### src/icf_pkg.sv
// ----------------------------------------------------------------------------
// icf_pkg: shared types and constants of the integer conversion formatter
// Holds the word types of both channels, the conversion codes, the character
// codes and the command and status groups between controller and datapath.
// ----------------------------------------------------------------------------
`default_nettype none

package icf_pkg;

    // Input word: one printf-style conversion request.
    typedef struct packed {
        logic [2:0]  conversion;
        logic [63:0] value_magnitude;
        logic        value_negative;
        logic [5:0]  field_width;
        logic [5:0]  precision;
        logic        has_precision;
        logic        flag_left;
        logic        flag_zero;
        logic        flag_plus;
        logic        flag_space;
        logic        flag_alt;
    } t_in_word;

    // Output word: one character of the formatted field.
    typedef struct packed {
        logic [7:0] out_char;
        logic       last_char;
    } t_out_word;

    // Conversion codes.
    localparam logic [2:0] CONV_SDEC  = 3'd0;
    localparam logic [2:0] CONV_UDEC  = 3'd1;
    localparam logic [2:0] CONV_OCT   = 3'd2;
    localparam logic [2:0] CONV_HEXL  = 3'd3;
    localparam logic [2:0] CONV_HEXU  = 3'd4;
    localparam logic [2:0] CONV_CHAR  = 3'd5;

    // Character codes.
    localparam logic [7:0] CH_SPACE   = 8'h20;
    localparam logic [7:0] CH_PLUS    = 8'h2B;
    localparam logic [7:0] CH_MINUS   = 8'h2D;
    localparam logic [7:0] CH_ZERO    = 8'h30;
    localparam logic [7:0] CH_UPPER_A = 8'h41;
    localparam logic [7:0] CH_LOWER_A = 8'h61;

    // Signed decimal magnitudes at or above this limit print as zero.
    localparam logic [63:0] DEC_LIMIT   = 64'd18000000000000000000;
    localparam logic [5:0]  MAX_FIELD   = 6'd63;
    localparam int          EMIT_W      = 7;
    localparam logic [6:0]  MAX_RESULTS = 7'd64;

    // Binary to BCD conversion: 20 decimal digits cover 64 bits.
    localparam int BCD_DIGITS = 20;
    localparam int BCD_W      = 4 * BCD_DIGITS;
    localparam int VALUE_W    = 64;

    // Commands from the controller to the datapath.
    typedef struct packed {
        logic capture;
        logic load;
        logic dabble;
        logic sweep;
        logic prep;
        logic emit;
    } t_cmd;

    // Status from the datapath to the controller.
    typedef struct packed {
        logic bad;
        logic is_char;
        logic is_dec;
        logic dabble_done;
        logic sweep_done;
        logic empty;
        logic emit_last;
    } t_status;

endpackage

`default_nettype wire

### src/icf_ctrl.sv
// ----------------------------------------------------------------------------
// icf_ctrl: sequencing controller of the integer conversion formatter
// Walks a conversion through load, binary to BCD (%d/%u only), digit sweep
// (not %c), layout and emission; it tells the datapath what to do each cycle.
// ----------------------------------------------------------------------------
`default_nettype none

module icf_ctrl (
    input  wire logic            i_clk,
    input  wire logic            i_rst_n,
    input  wire logic            i_in_valid,
    output logic                 o_in_ready,
    input  wire icf_pkg::t_status i_status,
    output icf_pkg::t_cmd        o_cmd
);

    typedef enum logic [5:0] {
        ST_IDLE   = 6'b000001,
        ST_LOAD   = 6'b000010,
        ST_DABBLE = 6'b000100,
        ST_SWEEP  = 6'b001000,
        ST_PREP   = 6'b010000,
        ST_EMIT   = 6'b100000
    } t_state;

    t_state r_state;
    t_state n_state;

    // Next state and command decode.
    always_comb begin
        n_state     = r_state;
        o_cmd       = '0;
        o_in_ready  = 1'b0;
        unique case (r_state)
            ST_IDLE: begin
                o_in_ready  = 1'b1;
                o_cmd.capture = i_in_valid;
                if (i_in_valid) begin
                    n_state = ST_LOAD;
                end
            end
            ST_LOAD: begin
                o_cmd.load = 1'b1;
                priority if (i_status.bad) begin
                    n_state = ST_IDLE;
                end else if (i_status.is_char) begin
                    n_state = ST_PREP;
                end else if (i_status.is_dec) begin
                    n_state = ST_DABBLE;
                end else begin
                    n_state = ST_SWEEP;
                end
            end
            ST_DABBLE: begin
                o_cmd.dabble = 1'b1;
                if (i_status.dabble_done) begin
                    n_state = ST_SWEEP;
                end
            end
            ST_SWEEP: begin
                o_cmd.sweep = 1'b1;
                if (i_status.sweep_done) begin
                    n_state = ST_PREP;
                end
            end
            ST_PREP: begin
                o_cmd.prep = 1'b1;
                n_state = i_status.empty ? ST_IDLE : ST_EMIT;
            end
            ST_EMIT: begin
                o_cmd.emit = 1'b1;
                if (i_status.emit_last) begin
                    n_state = ST_IDLE;
                end
            end
            default: begin
                n_state = ST_IDLE;
            end
        endcase
    end

    // State register.
    always_ff @(posedge i_clk) begin
        if (!i_rst_n) begin
            r_state <= ST_IDLE;
        end else begin
            r_state <= n_state;
        end
    end

`ifndef SYNTH
    // A conversion that was taken in always reaches the load step next.
    a_capture_to_load: assert property (@(posedge i_clk) disable iff (!i_rst_n)
        o_cmd.capture |=> o_cmd.load)
        else $error("capture not followed by load");

    // Emission ends only on the last character of the field.
    a_emit_exit: assert property (@(posedge i_clk) disable iff (!i_rst_n)
        (o_cmd.emit && !i_status.emit_last) |=> o_cmd.emit)
        else $error("emission left early");

    // No new word is taken while a conversion is in flight.
    a_ready_idle: assert property (@(posedge i_clk) disable iff (!i_rst_n)
        (o_cmd.load || o_cmd.dabble || o_cmd.sweep || o_cmd.prep || o_cmd.emit)
        |-> !o_in_ready)
        else $error("ready during conversion");
`endif

endmodule

`default_nettype wire

### src/icf_dp.sv
// ----------------------------------------------------------------------------
// icf_dp: datapath of the integer conversion formatter
// Holds the captured request, the shift-and-add-3 binary to BCD converter,
// the digit buffer, the field layout and the output register.
// ----------------------------------------------------------------------------
`default_nettype none

module icf_dp #(
    parameter int DIGIT_BUF = 32
) (
    input  wire logic              i_clk,
    input  wire logic              i_rst_n,
    input  wire icf_pkg::t_cmd     i_cmd,
    input  wire icf_pkg::t_in_word i_in_word,
    output icf_pkg::t_status       o_status,
    output logic                   o_out_valid,
    input  wire logic              i_out_ready,
    output icf_pkg::t_out_word     o_out_word
);

    localparam int AW    = $clog2(DIGIT_BUF);
    localparam int CNT_W = $clog2(DIGIT_BUF + 1);
    localparam int EW    = icf_pkg::EMIT_W;

    // Captured request and conversion registers.
    icf_pkg::t_in_word         r_item;
    logic [icf_pkg::VALUE_W-1:0] r_work_value;
    logic [icf_pkg::BCD_W-1:0] r_bcd;
    logic [5:0]                r_step;
    logic [CNT_W-1:0]          r_count;

    // Digit buffer and its prefetched read word.
    logic [7:0]    r_digit_buf [DIGIT_BUF];
    logic [7:0]    r_rd_data;
    logic [AW-1:0] r_rd_ptr;

    // Layout boundaries and emission position.
    logic [EW-1:0] r_e1, r_e2, r_e4, r_e5, r_last;
    logic [EW-1:0] r_emit_index;
    logic [7:0]    r_sign_char;

    logic               r_out_valid;
    icf_pkg::t_out_word r_out_word;

    // Request decode.
    logic        is_dec10, is_sdec, is_oct, is_upper, is_char, is_bad, nonzero;
    logic [63:0] twos;
    assign is_sdec  = (r_item.conversion == icf_pkg::CONV_SDEC);
    assign is_dec10 = is_sdec || (r_item.conversion == icf_pkg::CONV_UDEC);
    assign is_oct   = (r_item.conversion == icf_pkg::CONV_OCT);
    assign is_upper = (r_item.conversion == icf_pkg::CONV_HEXU);
    assign is_char  = (r_item.conversion == icf_pkg::CONV_CHAR);
    assign is_bad   = (r_item.conversion > icf_pkg::CONV_CHAR);
    assign nonzero  = (r_item.value_magnitude != 64'd0);
    assign twos     = r_item.value_negative ? (64'd0 - r_item.value_magnitude)
                                            : r_item.value_magnitude;

    // Add 3 to every BCD digit of five or more before the shift.
    logic [icf_pkg::BCD_W-1:0] bcd_adj;
    always_comb begin
        logic [3:0] nib;
        bcd_adj = r_bcd;
        for (int i = 0; i < icf_pkg::BCD_DIGITS; i++) begin
            nib = r_bcd[4*i +: 4];
            bcd_adj[4*i +: 4] = (nib >= 4'd5) ? nib + 4'd3 : nib;
        end
    end

    // Digit extraction: one digit per cycle from the low end.
    logic [3:0]                digit;
    logic [7:0]                digit_char;
    logic [icf_pkg::BCD_W-1:0] bcd_shifted;
    logic [CNT_W-1:0]          count_inc;
    logic                      sweep_done;
    assign digit       = is_oct ? {1'b0, r_bcd[2:0]} : r_bcd[3:0];
    assign digit_char  = (digit < 4'd10) ? icf_pkg::CH_ZERO + 8'(digit)
                       : (is_upper ? icf_pkg::CH_UPPER_A : icf_pkg::CH_LOWER_A)
                         + 8'(digit) - 8'd10;
    assign bcd_shifted = is_oct ? (r_bcd >> 3) : (r_bcd >> 4);
    assign count_inc   = r_count + CNT_W'(1);
    assign sweep_done  = (bcd_shifted == '0) || (count_inc == CNT_W'(DIGIT_BUF));

    // Field layout from the digit count and the flags.
    logic [5:0]    width_c, prec_c;
    logic          has_sign, alt_zero, zero_eff;
    logic [EW-1:0] count_x, prec_zeros, len, pad, total, capped, lsp, zp;
    logic [EW-1:0] e1, e2, e4, e5;
    always_comb begin
        width_c  = (r_item.field_width > icf_pkg::MAX_FIELD) ? icf_pkg::MAX_FIELD
                                                              : r_item.field_width;
        prec_c   = (r_item.precision > icf_pkg::MAX_FIELD) ? icf_pkg::MAX_FIELD
                                                            : r_item.precision;
        count_x  = EW'(r_count);
        has_sign = is_sdec && (r_item.value_negative || r_item.flag_plus
                               || r_item.flag_space);
        alt_zero = is_oct && r_item.flag_alt && nonzero;
        zero_eff = r_item.flag_zero && !is_char && !(is_sdec && r_item.has_precision);
        prec_zeros = (is_sdec && r_item.has_precision && (EW'(prec_c) > count_x))
                   ? EW'(prec_c) - count_x : '0;
        len      = EW'(has_sign) + EW'(alt_zero) + prec_zeros + count_x;
        pad      = (EW'(width_c) > len) ? EW'(width_c) - len : '0;
        total    = len + pad;
        capped   = (total > icf_pkg::MAX_RESULTS) ? icf_pkg::MAX_RESULTS : total;
        lsp      = (!r_item.flag_left && !zero_eff) ? pad : '0;
        zp       = (!r_item.flag_left && zero_eff) ? pad : '0;
        e1       = lsp;
        e2       = e1 + EW'(has_sign);
        e4       = e2 + zp + EW'(alt_zero) + prec_zeros;
        e5       = e4 + count_x;
    end

    // Character at the current position and the output handshake.
    logic       fire, dig_take, out_last;
    logic [7:0] cur_char;
    assign fire     = i_cmd.emit && (!r_out_valid || i_out_ready);
    assign dig_take = fire && (r_emit_index >= r_e4) && (r_emit_index < r_e5);
    assign out_last = (r_emit_index == r_last);
    always_comb begin
        priority if (r_emit_index < r_e1) begin
            cur_char = icf_pkg::CH_SPACE;
        end else if (r_emit_index < r_e2) begin
            cur_char = r_sign_char;
        end else if (r_emit_index < r_e4) begin
            cur_char = icf_pkg::CH_ZERO;
        end else if (r_emit_index < r_e5) begin
            cur_char = r_rd_data;
        end else begin
            cur_char = icf_pkg::CH_SPACE;
        end
    end

    // Digit buffer write and read ports.
    logic          wr_en, rd_en;
    logic [AW-1:0] wr_addr, rd_addr, count_m1;
    logic [7:0]    wr_data;
    assign count_m1 = AW'(r_count - CNT_W'(1));
    assign wr_en    = (i_cmd.load && is_char) || i_cmd.sweep;
    assign wr_addr  = i_cmd.sweep ? AW'(r_count) : '0;
    assign wr_data  = i_cmd.sweep ? digit_char : twos[7:0];
    assign rd_en    = i_cmd.prep || dig_take;
    assign rd_addr  = i_cmd.prep ? count_m1 : r_rd_ptr;

    always_ff @(posedge i_clk) begin
        if (wr_en) begin
            r_digit_buf[wr_addr] <= wr_data;
        end
        if (rd_en) begin
            r_rd_data <= r_digit_buf[rd_addr];
        end
    end

    // Payload registers of the conversion.
    always_ff @(posedge i_clk) begin
        if (i_cmd.capture) begin
            r_item <= i_in_word;
        end
        if (i_cmd.load) begin
            if (is_sdec) begin
                r_work_value <= (r_item.value_magnitude >= icf_pkg::DEC_LIMIT)
                              ? 64'd0 : r_item.value_magnitude;
            end else begin
                r_work_value <= twos;
            end
            r_bcd <= is_dec10 ? '0 : icf_pkg::BCD_W'(twos);
        end else if (i_cmd.dabble) begin
            r_bcd        <= {bcd_adj[icf_pkg::BCD_W-2:0],
                             r_work_value[icf_pkg::VALUE_W-1]};
            r_work_value <= r_work_value << 1;
        end else if (i_cmd.sweep) begin
            r_bcd <= bcd_shifted;
        end
        if (i_cmd.prep) begin
            r_e1        <= e1;
            r_e2        <= e2;
            r_e4        <= e4;
            r_e5        <= e5;
            r_last      <= capped - EW'(1);
            r_rd_ptr    <= AW'(r_count - CNT_W'(2));
            r_sign_char <= r_item.value_negative ? icf_pkg::CH_MINUS
                         : r_item.flag_plus ? icf_pkg::CH_PLUS : icf_pkg::CH_SPACE;
        end else if (dig_take) begin
            r_rd_ptr <= r_rd_ptr - AW'(1);
        end
        if (fire) begin
            r_out_word.out_char  <= cur_char;
            r_out_word.last_char <= out_last;
        end
    end

    // Control counters and the output valid flag.
    always_ff @(posedge i_clk) begin
        if (!i_rst_n) begin
            r_step       <= '0;
            r_count      <= '0;
            r_emit_index <= '0;
            r_out_valid  <= 1'b0;
        end else begin
            if (i_cmd.load) begin
                r_step  <= '0;
                r_count <= is_char ? CNT_W'(nonzero) : '0;
            end else if (i_cmd.dabble) begin
                r_step <= r_step + 6'd1;
            end else if (i_cmd.sweep) begin
                r_count <= count_inc;
            end
            if (i_cmd.prep) begin
                r_emit_index <= '0;
            end else if (fire) begin
                r_emit_index <= r_emit_index + EW'(1);
            end
            if (fire) begin
                r_out_valid <= 1'b1;
            end else if (i_out_ready) begin
                r_out_valid <= 1'b0;
            end
        end
    end

    // Status toward the controller.
    always_comb begin
        o_status.bad         = is_bad;
        o_status.is_char     = is_char;
        o_status.is_dec      = is_dec10;
        o_status.dabble_done = &r_step;
        o_status.sweep_done  = sweep_done;
        o_status.empty       = (total == '0);
        o_status.emit_last   = fire && out_last;
    end

    assign o_out_valid = r_out_valid;
    assign o_out_word  = r_out_word;

`ifndef SYNTH
    // Emission never runs past the last position of the field.
    a_emit_range: assert property (@(posedge i_clk) disable iff (!i_rst_n)
        i_cmd.emit |-> (r_emit_index <= r_last))
        else $error("emission index past end of field");

    // The digit count never exceeds the buffer.
    a_count_bound: assert property (@(posedge i_clk) disable iff (!i_rst_n)
        r_count <= CNT_W'(DIGIT_BUF))
        else $error("digit count beyond buffer");

    // After the BCD conversion every decimal digit is a valid BCD code.
    a_bcd_digit: assert property (@(posedge i_clk) disable iff (!i_rst_n)
        (i_cmd.sweep && is_dec10) |-> (r_bcd[3:0] <= 4'd9))
        else $error("invalid BCD digit");
`endif

endmodule

`default_nettype wire

### src/integer_conversion_formatter_top.sv
// ----------------------------------------------------------------------------
// integer_conversion_formatter_top: printf-style integer conversion formatter
// Takes one %d/%u/%o/%x/%X/%c request and sends the padded field out one
// character per word, marking the final character.
// ----------------------------------------------------------------------------
// Before the first character, %c passes through load and layout; %o/%x add a
// digit sweep after load, and %d/%u also run the 64-step shift-and-add-3 BCD
// loop between load and sweep. Characters then leave one per cycle while the
// output is not stalled by i_out_ready, up to 64 per field; a new request is
// taken the cycle after the last character enters the output register.
// Synchronous active-low reset clears the controller, counters and output
// valid; the digit buffer is not cleared and is always written before use.
`default_nettype none

module integer_conversion_formatter_top #(
    parameter int DIGIT_BUF = 32
) (
    input  wire logic               i_clk,
    input  wire logic               i_rst_n,
    input  wire logic               i_in_valid,
    output logic                    o_in_ready,
    input  wire icf_pkg::t_in_word  i_in_word,
    output logic                    o_out_valid,
    input  wire logic               i_out_ready,
    output icf_pkg::t_out_word      o_out_word
);

    icf_pkg::t_cmd    cmd;
    icf_pkg::t_status status;

    // Sequencing controller.
    icf_ctrl u_ctrl (
        .i_clk      (i_clk),
        .i_rst_n    (i_rst_n),
        .i_in_valid (i_in_valid),
        .o_in_ready (o_in_ready),
        .i_status   (status),
        .o_cmd      (cmd)
    );

    // Conversion datapath and output register.
    icf_dp #(
        .DIGIT_BUF (DIGIT_BUF)
    ) u_dp (
        .i_clk       (i_clk),
        .i_rst_n     (i_rst_n),
        .i_cmd       (cmd),
        .i_in_word   (i_in_word),
        .o_status    (status),
        .o_out_valid (o_out_valid),
        .i_out_ready (i_out_ready),
        .o_out_word  (o_out_word)
    );

endmodule

`default_nettype wire
### config.mk
export PLATFORM = sky130hd
export DESIGN_NAME = integer_conversion_formatter_top
export DESIGN_NICKNAME = d
export VERILOG_FILES = /design/src/icf_pkg.sv /design/src/icf_ctrl.sv /design/src/icf_dp.sv /design/src/integer_conversion_formatter_top.sv
export SDC_FILE = /design/constraint.sdc
export NUM_CORES = 1
export LEC_CHECK = 0
export BUFFER_PORTS_ARGS = -buffer_cell sky130_fd_sc_hd__buf_2
export CAP_MARGIN = 10
export CORE_MARGIN = 4
export CORE_UTILIZATION = 60
export CTS_BUF_LIST = sky130_fd_sc_hd__clkbuf_16
export DETAILED_ROUTE_END_ITERATION = 6
export PLACE_DENSITY = 0.77
export REMOVE_ABC_BUFFERS = 1
export SLEW_MARGIN = 20
export SYNTH_ARGS = -nofsm -noshare
export SYNTH_HDL_FRONTEND = slang
export SYNTH_SLANG_ARGS = --single-unit
### constraint.sdc
create_clock -name i_clk -period 10.65 [get_ports i_clk]
set_input_delay 2.13 -clock i_clk [delete_from_list [all_inputs] [get_ports i_clk]]
set_output_delay 2.13 -clock i_clk [all_outputs]
set_load 0.05 [all_outputs]
Yosys cells after proc, flatten, opt, wreduce, memory -nomap -nowiden. Memories as Yosys holds them, arrays and structs flattened. A register that Yosys moved wholly into a read port is not among the register bits. Index checks and enable logic that the tools add are counted.

Output and inout port bits: 11. Logic and storage cells: 234. Bits in registers: 313. Memories kept: 1. Bits in writable memories: 256. Input bits: 90.

Memory list: u_dp.r_digit_buf (words 32, width 8, read ports 1, clocked after memory_dff 1, wr ports 1, RTL line icf_dp.sv:33) `logic [7:0] r_digit_buf [DIGIT_BUF];`.

Magnitude comparators: 33. Equal/unequal tests: 17. Reductions and logical operators: 40. Multiplexer cells: 73. Add/subtract/negate cells: 42. Bitwise operators: 1.

Operator list (count): 64-bit 2-to-1 mux (6); 80-bit 2-to-1 mux (3); 4-bit 2-to-1 mux (22); 4-bit by 3-bit greater-or-equal comparator with 1-bit output, second input constant (20); 80-bit logical NOT (1); 77-bit 2-to-1 mux (1); 4-bit by 2-bit adder with 4-bit output, second input constant (19); 6-bit 2-to-1 mux (12); 64-bit greater-or-equal comparator, second input constant (1); 64-bit nonzero test (1); 1-bit by 64-bit subtractor with 64-bit output, first input constant (1); 8-bit 2-to-1 mux (5); 6-bit one-hot mux with 6 select lines (1); 7-bit 2-to-1 mux (5); 7-bit adder (4); 7-bit less-than comparator (4); 5-bit 2-to-1 mux (5); 7-bit by 1-bit adder with 7-bit output (2); 7-bit by 6-bit adder with 7-bit output (2); 1-bit logical AND (14); 6-bit by 1-bit adder with 6-bit output, second input constant (2); 6-bit equality test, second input constant (2); 6-bit > comparator, second input constant (2); 1-bit 2-to-1 mux (12); 40 further kinds (59).

Logic depth before layout (Yosys ltp). Gate-level depths: netlist of run 1.

Word-level depth: 15. Mapped depth: 46. Depth with buffers taken out: 44.

Cells and area by module. From an unflattened synthesis of run 1, not the netlist that was laid out.

Cell total of the unflattened synthesis: 2968. Area, all modules: 30932.2 µm².

By module, submodules not included: icf_dp (times used 1, area each 30510.5 µm², cells each 2917, sequential area each 16796.1 µm²); icf_ctrl (times used 1, area each 421.7 µm², cells each 51, sequential area each 120.1 µm²).

Worst setup path before layout of run 1. OpenSTA, ideal clock, no wires.

Kind: register to register. Start point: register u_dp.r_item[19] (netlist bit). End point: register u_dp.r_e5[6] (data pin). Arrival: 8.851 ns. Buffers on the path: 2. Required time: 10.388 ns. Period minus slack after synthesis: 9.113 ns. Library setup time: 0.262 ns. Stages on the path, launching flop included: 46. Path slack: 1.537 ns. Cell sequence: edfxtp_1 -> inv_1 -> ha_1 -> or3b_1 -> nor4_2 -> nand4_2 -> or3_1 -> buf_2 -> or4_1 -> buf_4 -> nor2_4 -> nand2_1 -> and3_1 -> ha_1 -> xor2_1 -> ha_1 -> a21o_1 -> ha_1 -> [10 not listed] -> inv_1 -> nor2_1 -> ha_1 -> and3_1 -> xor2_1 -> nor2b_1 -> inv_1 -> fa_1 -> inv_1 -> ha_1 -> inv_1 -> and3_1 -> nor2_1 -> ha_1 -> inv_1 -> o21bai_1 -> a21oi_1 -> xnor2_1.

Cells in the longest elaborated chain, start to end: 13. Elaborated cells on any way between the ends: 15. Those cells by class: add/sub (9); order compare (1); mux (3); reduce/logical (2).

RTL lines: start, declared (RTL line icf_dp.sv:26) `icf_pkg::t_in_word r_item;`; start signal, assigned (RTL line icf_dp.sv:155) `r_item <= i_in_word;`; 64-bit nonzero test * (RTL line icf_dp.sv:54) `assign nonzero = (r_item.value_magnitude != 64'd0);`; 1-bit logical AND * (RTL line icf_dp.sv:96) `alt_zero = is_oct && r_item.flag_alt && nonzero;`; 1-bit by 1-bit adder with 2-bit output * (RTL line icf_dp.sv:100) `len = EW'(has_sign) + EW'(alt_zero) + prec_zeros + count_x;`; 7-bit adder * (RTL line icf_dp.sv:100); 7-bit by 6-bit adder with 7-bit output * (RTL line icf_dp.sv:100); 6-bit by 7-bit subtractor with 7-bit output or 6-bit by 7-bit > comparator with 1-bit output (tied branches) (RTL line icf_dp.sv:101) `pad = (EW'(width_c) > len) ? EW'(width_c) - len : '0;`; 7-bit 2-to-1 mux * (RTL line icf_dp.sv:101); 7-bit 2-to-1 mux * (RTL line icf_dp.sv:104) `lsp = (!r_item.flag_left && !zero_eff) ? pad : '0;`; via u_dp.e1[1] (RTL line icf_dp.sv:87) `logic [EW-1:0] e1, e2, e4, e5;`; 7-bit by 1-bit adder with 7-bit output * (RTL line icf_dp.sv:107) `e2 = e1 + EW'(has_sign);`; via u_dp.e2[4] (RTL line icf_dp.sv:87); 7-bit adder * (RTL line icf_dp.sv:108) `e4 = e2 + zp + EW'(alt_zero) + prec_zeros;`; 7-bit by 1-bit adder with 7-bit output * (RTL line icf_dp.sv:108); 7-bit adder * (RTL line icf_dp.sv:108); via u_dp.e4[4] (RTL line icf_dp.sv:87); 7-bit by 6-bit adder with 7-bit output * (RTL line icf_dp.sv:109) `e5 = e4 + count_x;`; via u_dp.e5[6] (RTL line icf_dp.sv:87); end signal, assigned (RTL line icf_dp.sv:176) `r_e5 <= e5;`; end, declared (RTL line icf_dp.sv:38) `logic [EW-1:0] r_e1, r_e2, r_e4, r_e5, r_last;`.

Mark *: on every way through the listed nets, which the timed path passes. The rest lies on a longest branch. A chain may end at the register's enable or synchronous reset.

Final worst setup path of run 1.
Start point: register u_dp.r_item[26] (netlist bit). End point: register u_dp.r_e5[6] (data pin).

Same word-level chain as after synthesis.

==> impl_metrics.py, run 1 <==
metrics = {
    "timing": {
        "rsz0062_at_grt": "false",
        "maxSlewViolCount": 0,
        "fmax_mhz": 99.1,
        "relSlewSlack_pct": 20.8,
        "finClkSkew_ps": 30.6,
        "setup-tns-final_ps": 0,
        "finalHoldViolCount": 0,
        "fin_ws_ps": 561,
        "fin_crit_sh_pct": 94.7,
        "period_needed_ps": 10090,
        "tightest_slew_ps": 1190,
        "setup_viol": 0,
    },
    "synthesis": {
        "yosysWarnings": 0,
        "yosys.area.top_type": "edfxtp_1",
        "ys.flop_type": "edfxtp_1",
        "synth_async_sr_flop_share_pct": 0,
        "syn-mean-instance-area_um2": 10.8,
        "synthCells": 2850,
        "synth_common_cells": "546 x edfxtp_1, 355 x nand2_1, 216 x a21oi_1, 206 x nor2_1, 146 x clkbuf_1",
        "synth_area_um2": 30900,
        "ys_ff_latch": 572,
        "synth_edf_count": 546,
        "yosys.cell_count.top_type": "edfxtp_1",
        "ys_seq_area_share_pct": 54.8,
        "ys_types": 81,
        "netlist.area_leader.share_pct": 53.1,
        "synth_area_leaders": "edfxtp_1 53%, ha_1 4.6%, nand2_1 4.3%",
    },
    "outcome": {
        "status": "complete, no violations",
    },
    "floorplanning": {
        "pin_count": 101,
        "die_height_um": 235,
        "die_x_um": 235,
        "rows": 82,
        "die-area_um2": 55100,
        "initial_core_util_pct": 61.1,
        "core_area_um2": 50500,
    },
    "clocking": {
        "root_buffer": "clkbuf_16",
        "htreeDepth": 2,
        "path_clk_slew_ps": 70,
        "cts_buffers": 59,
        "clockBufferDepth": 3,
        "insertion_delay_ps": 630,
        "cts_sinks": 572,
        "cts_tree": "yes",
    },
    "global_route": {
        "grt_busiest_layer": "met2",
        "grt_usage_pct": 26.2,
        "antenna_found_initial": 2,
        "grtUsageMet2_pct": 45.3,
        "use_met1_pct": 34.5,
        "grt_max_degree": 87,
        "grt_pass1_vias": 22000,
        "met3_usage_pct": 3.28,
        "grt-ovfl-total": 0,
        "grt_pass1_wl_mm": 119,
    },
    "final_layout": {
        "fillCellCount": 3798,
        "layout.nets": 3104,
        "drive_above_1_share_pct": 9.67,
        "area.growth.synth_to_final_pct": 10.3,
        "multi_input_area_um2": 13000,
        "final_cell_area_um2": 34000,
        "seq_area_um2": 16900,
    },
    "critical_path": {
        "crit_top_cell": "ha_1",
        "cp-end-kind": "flip-flop",
        "cpPeakStageDelay_ps": 620,
        "crit_type": "reg2reg",
        "worst-path-max-fanout": 7,
        "crit_slowest_cell": "or4_4",
        "critPathArrivalTime_ps": 10470,
        "start_kind": "flip-flop",
        "crit_required_ps": 11030,
    },
    "route": {
        "vias": 22800,
        "vias_per_cell": 6.31,
        "drt_iter0_drc": 2212,
        "wire_per_inst_um": 20.8,
        "dr.pass1.iters": 5,
        "wl_mm": 75.1,
        "drt.antenna.violating_nets": 0,
        "remaining_drc_errors": 0,
    },
    "place": {
        "post_dp_cell_area_um2": 32000,
        "place_hpwl_mm": 48.9,
        "place.gp.congestion": 0.887,
        "pre_cts_slack_ps": 240,
        "io_buffers": 100,
    },
    "power": {
        "p_leak_nw": 12.3,
        "p_per_area_nw_per_um2": 201,
        "ir_drop_v": 0.000144,
    },
    "job": {
        "max_cap_viol_count": 0,
    },
    "min_path": {
        "hold_path_class": "reg2reg",
    },
}
## sequential cells by signal (all words and copies together), names as in the netlist, 7 cells and up
signal,cells
u_dp.r_rd_data,8
u_dp.r_digit_buf,256
u_dp.r_last,7
u_dp.r_e4,7
u_dp.r_e2,7
u_dp.o_out_word,9
u_dp.r_e5,7
u_dp.r_work_value,64
u_dp.r_bcd,80
u_dp.r_emit_index,7
u_dp.r_item,86
u_dp.r_e1,7
## path summary, 6_finish.rpt
path                    from              to  slack [ps]  depth (start not counted)
max reg2reg  u_dp.r_item[26]    u_dp.r_e5[6]         560                         43
max          u_dp.r_item[26]    u_dp.r_e5[6]         560                         43
min reg2reg   u_dp.r_step[1]  u_dp.r_step[1]         480                          2
min           u_dp.r_step[1]  u_dp.r_step[1]         480                          2
## placed cells by master (no fill, tap or decap), drive strengths merged, types with 66 or more instances in the layout
| cell | n |
|---|---|
| a21oi | 216 |
| and2 | 66 |
| buf | 138 |
| inv | 141 |
| xnor2 | 82 |
| edfxtp | 546 |
| o21ai | 127 |
| nor2 | 207 |
| ha | 114 |
| a211oi | 82 |
| nand2 | 355 |
## kinds of logic (layout without fill, tap and decap cells)
family                   after synthesis  after routing  share of synthesized area, %
AND/OR/NAND/NOR                      912            912                          14.2
buffers and inverters                293            380                          3.58
other                                  0              1                             0
adder cells (fa/ha/maj)              130            130                          5.56
AO/OA/AOI/OAI                        753            753                          16.2
XOR/XNOR                             147            147                          4.26
flip-flops                           572            572                          54.8
multiplexers                          43             43                          1.40
## final cells by class
type / count / share of cell area [%]
Antenna cell: 1 / 0.00735
Clock buffer: 59 / 4.34
Clock inverter: 52 / 1.48
Inverter: 131 / 1.45
Multi-Input combinational cell: 1985 / 38.2
Sequential cell: 572 / 49.7
Tap cell: 672 / 2.47
Timing Repair Buffer: 138 / 2.31
## routing by layer
layer,routed length (um),part of all wire (%)
met5,17,0.023
met2,37300,50
met1,31200,42
met4,2380,3.2
met3,4160,5.5
## timing repair
item,in CTS,in global routing
setup endpoints to repair,0,8
hold buffers,0,0
resized for setup,0,4
setup buffers,0,1
## stage by stage
step	std cells	hold slack (ps)	util, %	power, W
after detailed placement	3497	475	63.4	0.00476
final	3610	482	67.4	0.00683
after global routing	3610	515	67.4	0.00716
after floorplan	2688	454	-	0.00429
after global placement	3497	463	63.4	0.00469
after CTS	3608	484	67.3	0.00684
## power breakdown
group	internal [W]	switching, W
combinational	0.000584	0.00106
sequential	0.00289	0.000211
clock	0.00121	0.000888
## worst max-delay path, delay by kind of cell, from the launching register on
| kind | cells | cell delay, ps |
|---|---|---|
| AO/OA/AOI/OAI | 6 | 910 |
| XOR/XNOR | 4 | 640 |
| flip-flops | 1 | 480 |
| adder cells (fa/ha/maj) | 10 | 3400 |
| AND/OR/NAND/NOR | 15 | 3660 |
| buffers and inverters | 8 | 740 |
Power figures use the tool's default switching activity.
==> inputs of run 2 (changes only) <==
--- a/config.mk
+++ b/config.mk
@@ -9,7 +9,7 @@
 export CAP_MARGIN = 10
 export CORE_MARGIN = 4
 export CORE_UTILIZATION = 60
-export CTS_BUF_LIST = sky130_fd_sc_hd__clkbuf_16
+export CTS_BUF_LIST = sky130_fd_sc_hd__clkbuf_4
 export DETAILED_ROUTE_END_ITERATION = 6
 export PLACE_DENSITY = 0.77
 export REMOVE_ABC_BUFFERS = 1
==> constraint.sdc (replaced) <==
create_clock -name i_clk -period 11.8 [get_ports i_clk]
set_input_delay 2.36 -clock i_clk [delete_from_list [all_inputs] [get_ports i_clk]]
set_output_delay 2.36 -clock i_clk [all_outputs]
set_load 0.05 [all_outputs]
==> run 2 against run 1 <==
  * Global-route usage increased by 0.33 points
  * Clock power fell by 19%
  * Final area down 0.46%
  * Sequential power shrank 10%
  * Critical path depth is 1 lower
  * Sequential share of layout area grew 0.23 points
  * Worst hold slack improved by 19 ps
  * Register-to-register slack improved by 500 ps
  * First-iteration DRC count grew 0.14%
==> impl_metrics.py, run 2 (synthesis gave the netlist of run 1 again) <==
metrics = {
    "job": {
        "max_cap_viol_count": 0,
    },
    "critical_path": {
        "crit_buf_inv": 5,
        "reg2reg_depth": 42,
        "crit_top_cell": "ha_1",
        "crit_required_ps": 12510,
        "crit_slowest_cell": "or4_1",
        "cpPeakStageDelay_ps": 710,
        "cp_top_family": "simple AND/OR/NAND/NOR gates",
        "start_kind": "flip-flop",
        "crit_type": "reg2reg",
        "critPathArrivalTime_ps": 11450,
        "cp.depth": 42,
        "cp-end-kind": "flip-flop",
        "worst-path-max-fanout": 7,
    },
    "floorplanning": {
        "die-area_um2": 55100,
        "rows": 82,
        "pin_count": 101,
        "initial_core_util_pct": 61.1,
        "core_area_um2": 50500,
        "die_height_um": 235,
        "die_x_um": 235,
    },
    "min_path": {
        "hold_path_class": "reg2reg",
        "hold_depth": 2,
    },
    "timing": {
        "fin_crit_sh_pct": 91.0,
        "rsz0062_at_grt": "false",
        "maxSlewViolCount": 0,
        "relSlewSlack_pct": 27.2,
        "period_needed_ps": 10740,
        "tightest_slew_ps": 1090,
        "finClkSkew_ps": 66.3,
        "setup_viol": 0,
        "finalHoldViolCount": 0,
        "fmax_mhz": 93.1,
    },
    "final_layout": {
        "largest_register_ffs": 256,
        "reg_top3": "u_dp.r_digit_buf x256, u_dp.r_item x86, u_dp.r_bcd x80",
        "top_register": "u_dp.r_digit_buf",
        "final_util_pct": 67.1,
        "final_common_cell": "edfxtp_1",
        "drive_above_1_share_pct": 13.5,
        "fillCellCount": 3880,
        "area.growth.synth_to_final_pct": 9.78,
        "fin_cells": 3757,
        "final_cell_mix": "546 x edfxtp_1, 354 x nand2_1, 209 x clkbuf_4, 207 x a21oi_1, 202 x nor2_1",
        "layout.nets": 3193,
    },
    "place": {
        "place.gp.congestion": 0.900,
        "io_buffers": 100,
        "place_hpwl_mm": 48.1,
        "dp.cells": 3495,
    },
    "clocking": {
        "path_clk_slew_ps": 60,
        "cts_setup_buffers": 0,
        "htreeDepth": 4,
        "clockBufferDepth": 3,
        "cts_sinks": 572,
        "root_buffer": "clkbuf_4",
        "cts-hold-fix-buffers": 0,
        "ctsResizeCount": 0,
        "cts_tree": "yes",
        "cts_buffers": 151,
        "insertion_delay_ps": 1010,
    },
    "route": {
        "vias": 23100,
        "remaining_drc_errors": 0,
        "wire_per_inst_um": 19.8,
        "vias_per_cell": 6.16,
        "dr.pass1.iters": 7,
        "wl_mm": 74.5,
        "drt_iter0_drc": 2215,
        "drt.antenna.violating_nets": 0,
    },
    "global_route": {
        "grt_pass1_vias": 22900,
        "grt_usage_pct": 26.5,
        "grt_pass1_wl_mm": 119,
        "grt_max_degree": 87,
        "antenna_found_initial": 1,
        "grt-ovfl-total": 0,
    },
    "power": {
        "ir_drop_v": 0.000121,
        "p_per_area_nw_per_um2": 176,
        "p_leak_nw": 12.4,
    },
    "outcome": {
        "status": "complete, no violations",
    },
}
==> run 2: cell types whose count changed in the layout (fill, tap and decap cells not counted), sizes merged <==
cell      previous run  this run
inv                141       135
buf                138       135
bufinv               8         2
clkinv              32        43
clkinvlp             2         3
clkbuf              59       209
==> run 2: tightest hold or removal path, stage by stage (launching register included) <==
cell and delay, ps:
dfxtp_1 330, nand2_1 60, a21oi_1 60
==> run 2: metrics by stage <==
stage               instance area (um2)  setup WS (ps)  setup TNS [ps]  hold slack [ps]  power (W)
global placement                  32000           1500               0              463    0.00423
finish                            33900           1060               0              501    0.00596
global route                      33900            417               0              541    0.00630
detailed placement                32000           1220               0              492    0.00429
CTS                               33900           1160               0              501    0.00599
floorplan                         30200          -3850          -93450              454    0.00387
==> run 2: layout make-up <==
| class | count | area (um2) | share of cell area [%] |
|---|---|---|---|
| flip-flops and latches | 572 | 16900 | 49.9 |
| multi-input cells | 1985 | 13000 | 38.3 |
| clock buffers | 209 | 1570 | 4.63 |
| well taps | 672 | 841 | 2.48 |
| repair buffers | 135 | 763 | 2.25 |
| inverters | 131 | 492 | 1.45 |
| clock inverters | 52 | 299 | 0.883 |
| diodes | 1 | 2.50 | 0.00739 |
==> run 2: path summary, 6_finish.rpt <==
check	from	endpoint	slack [ps]
setup / recovery	u_dp.r_item[20]	u_dp.r_e5[6]	1060
hold reg to reg	u_dp.r_step[1]	u_dp.r_step[1]	500
setup reg to reg	u_dp.r_item[20]	u_dp.r_e5[6]	1060
hold / removal	u_dp.r_step[1]	u_dp.r_step[1]	500
==> run 2: where the power goes <==
group / leakage (nW) / internal (W) / switching (W) / total [W]
Combinational: 6.08 / 0.000525 / 0.000948 / 0.00147
Clock: 1.10 / 0.000868 / 0.000830 / 0.00170
Sequential: 5.19 / 0.00260 / 0.000188 / 0.00279
==> run 2: layer usage <==
layer	part of all wire, %	global-route usage, %	vias up	wire [um]
met5	0	0	-	0
met4	3.4	11.1	0	2560
met3	6.7	5.85	177	5020
met2	49	44.1	935	36500
met1	41	33.9	11100	30400
li1	-	-	10900	-
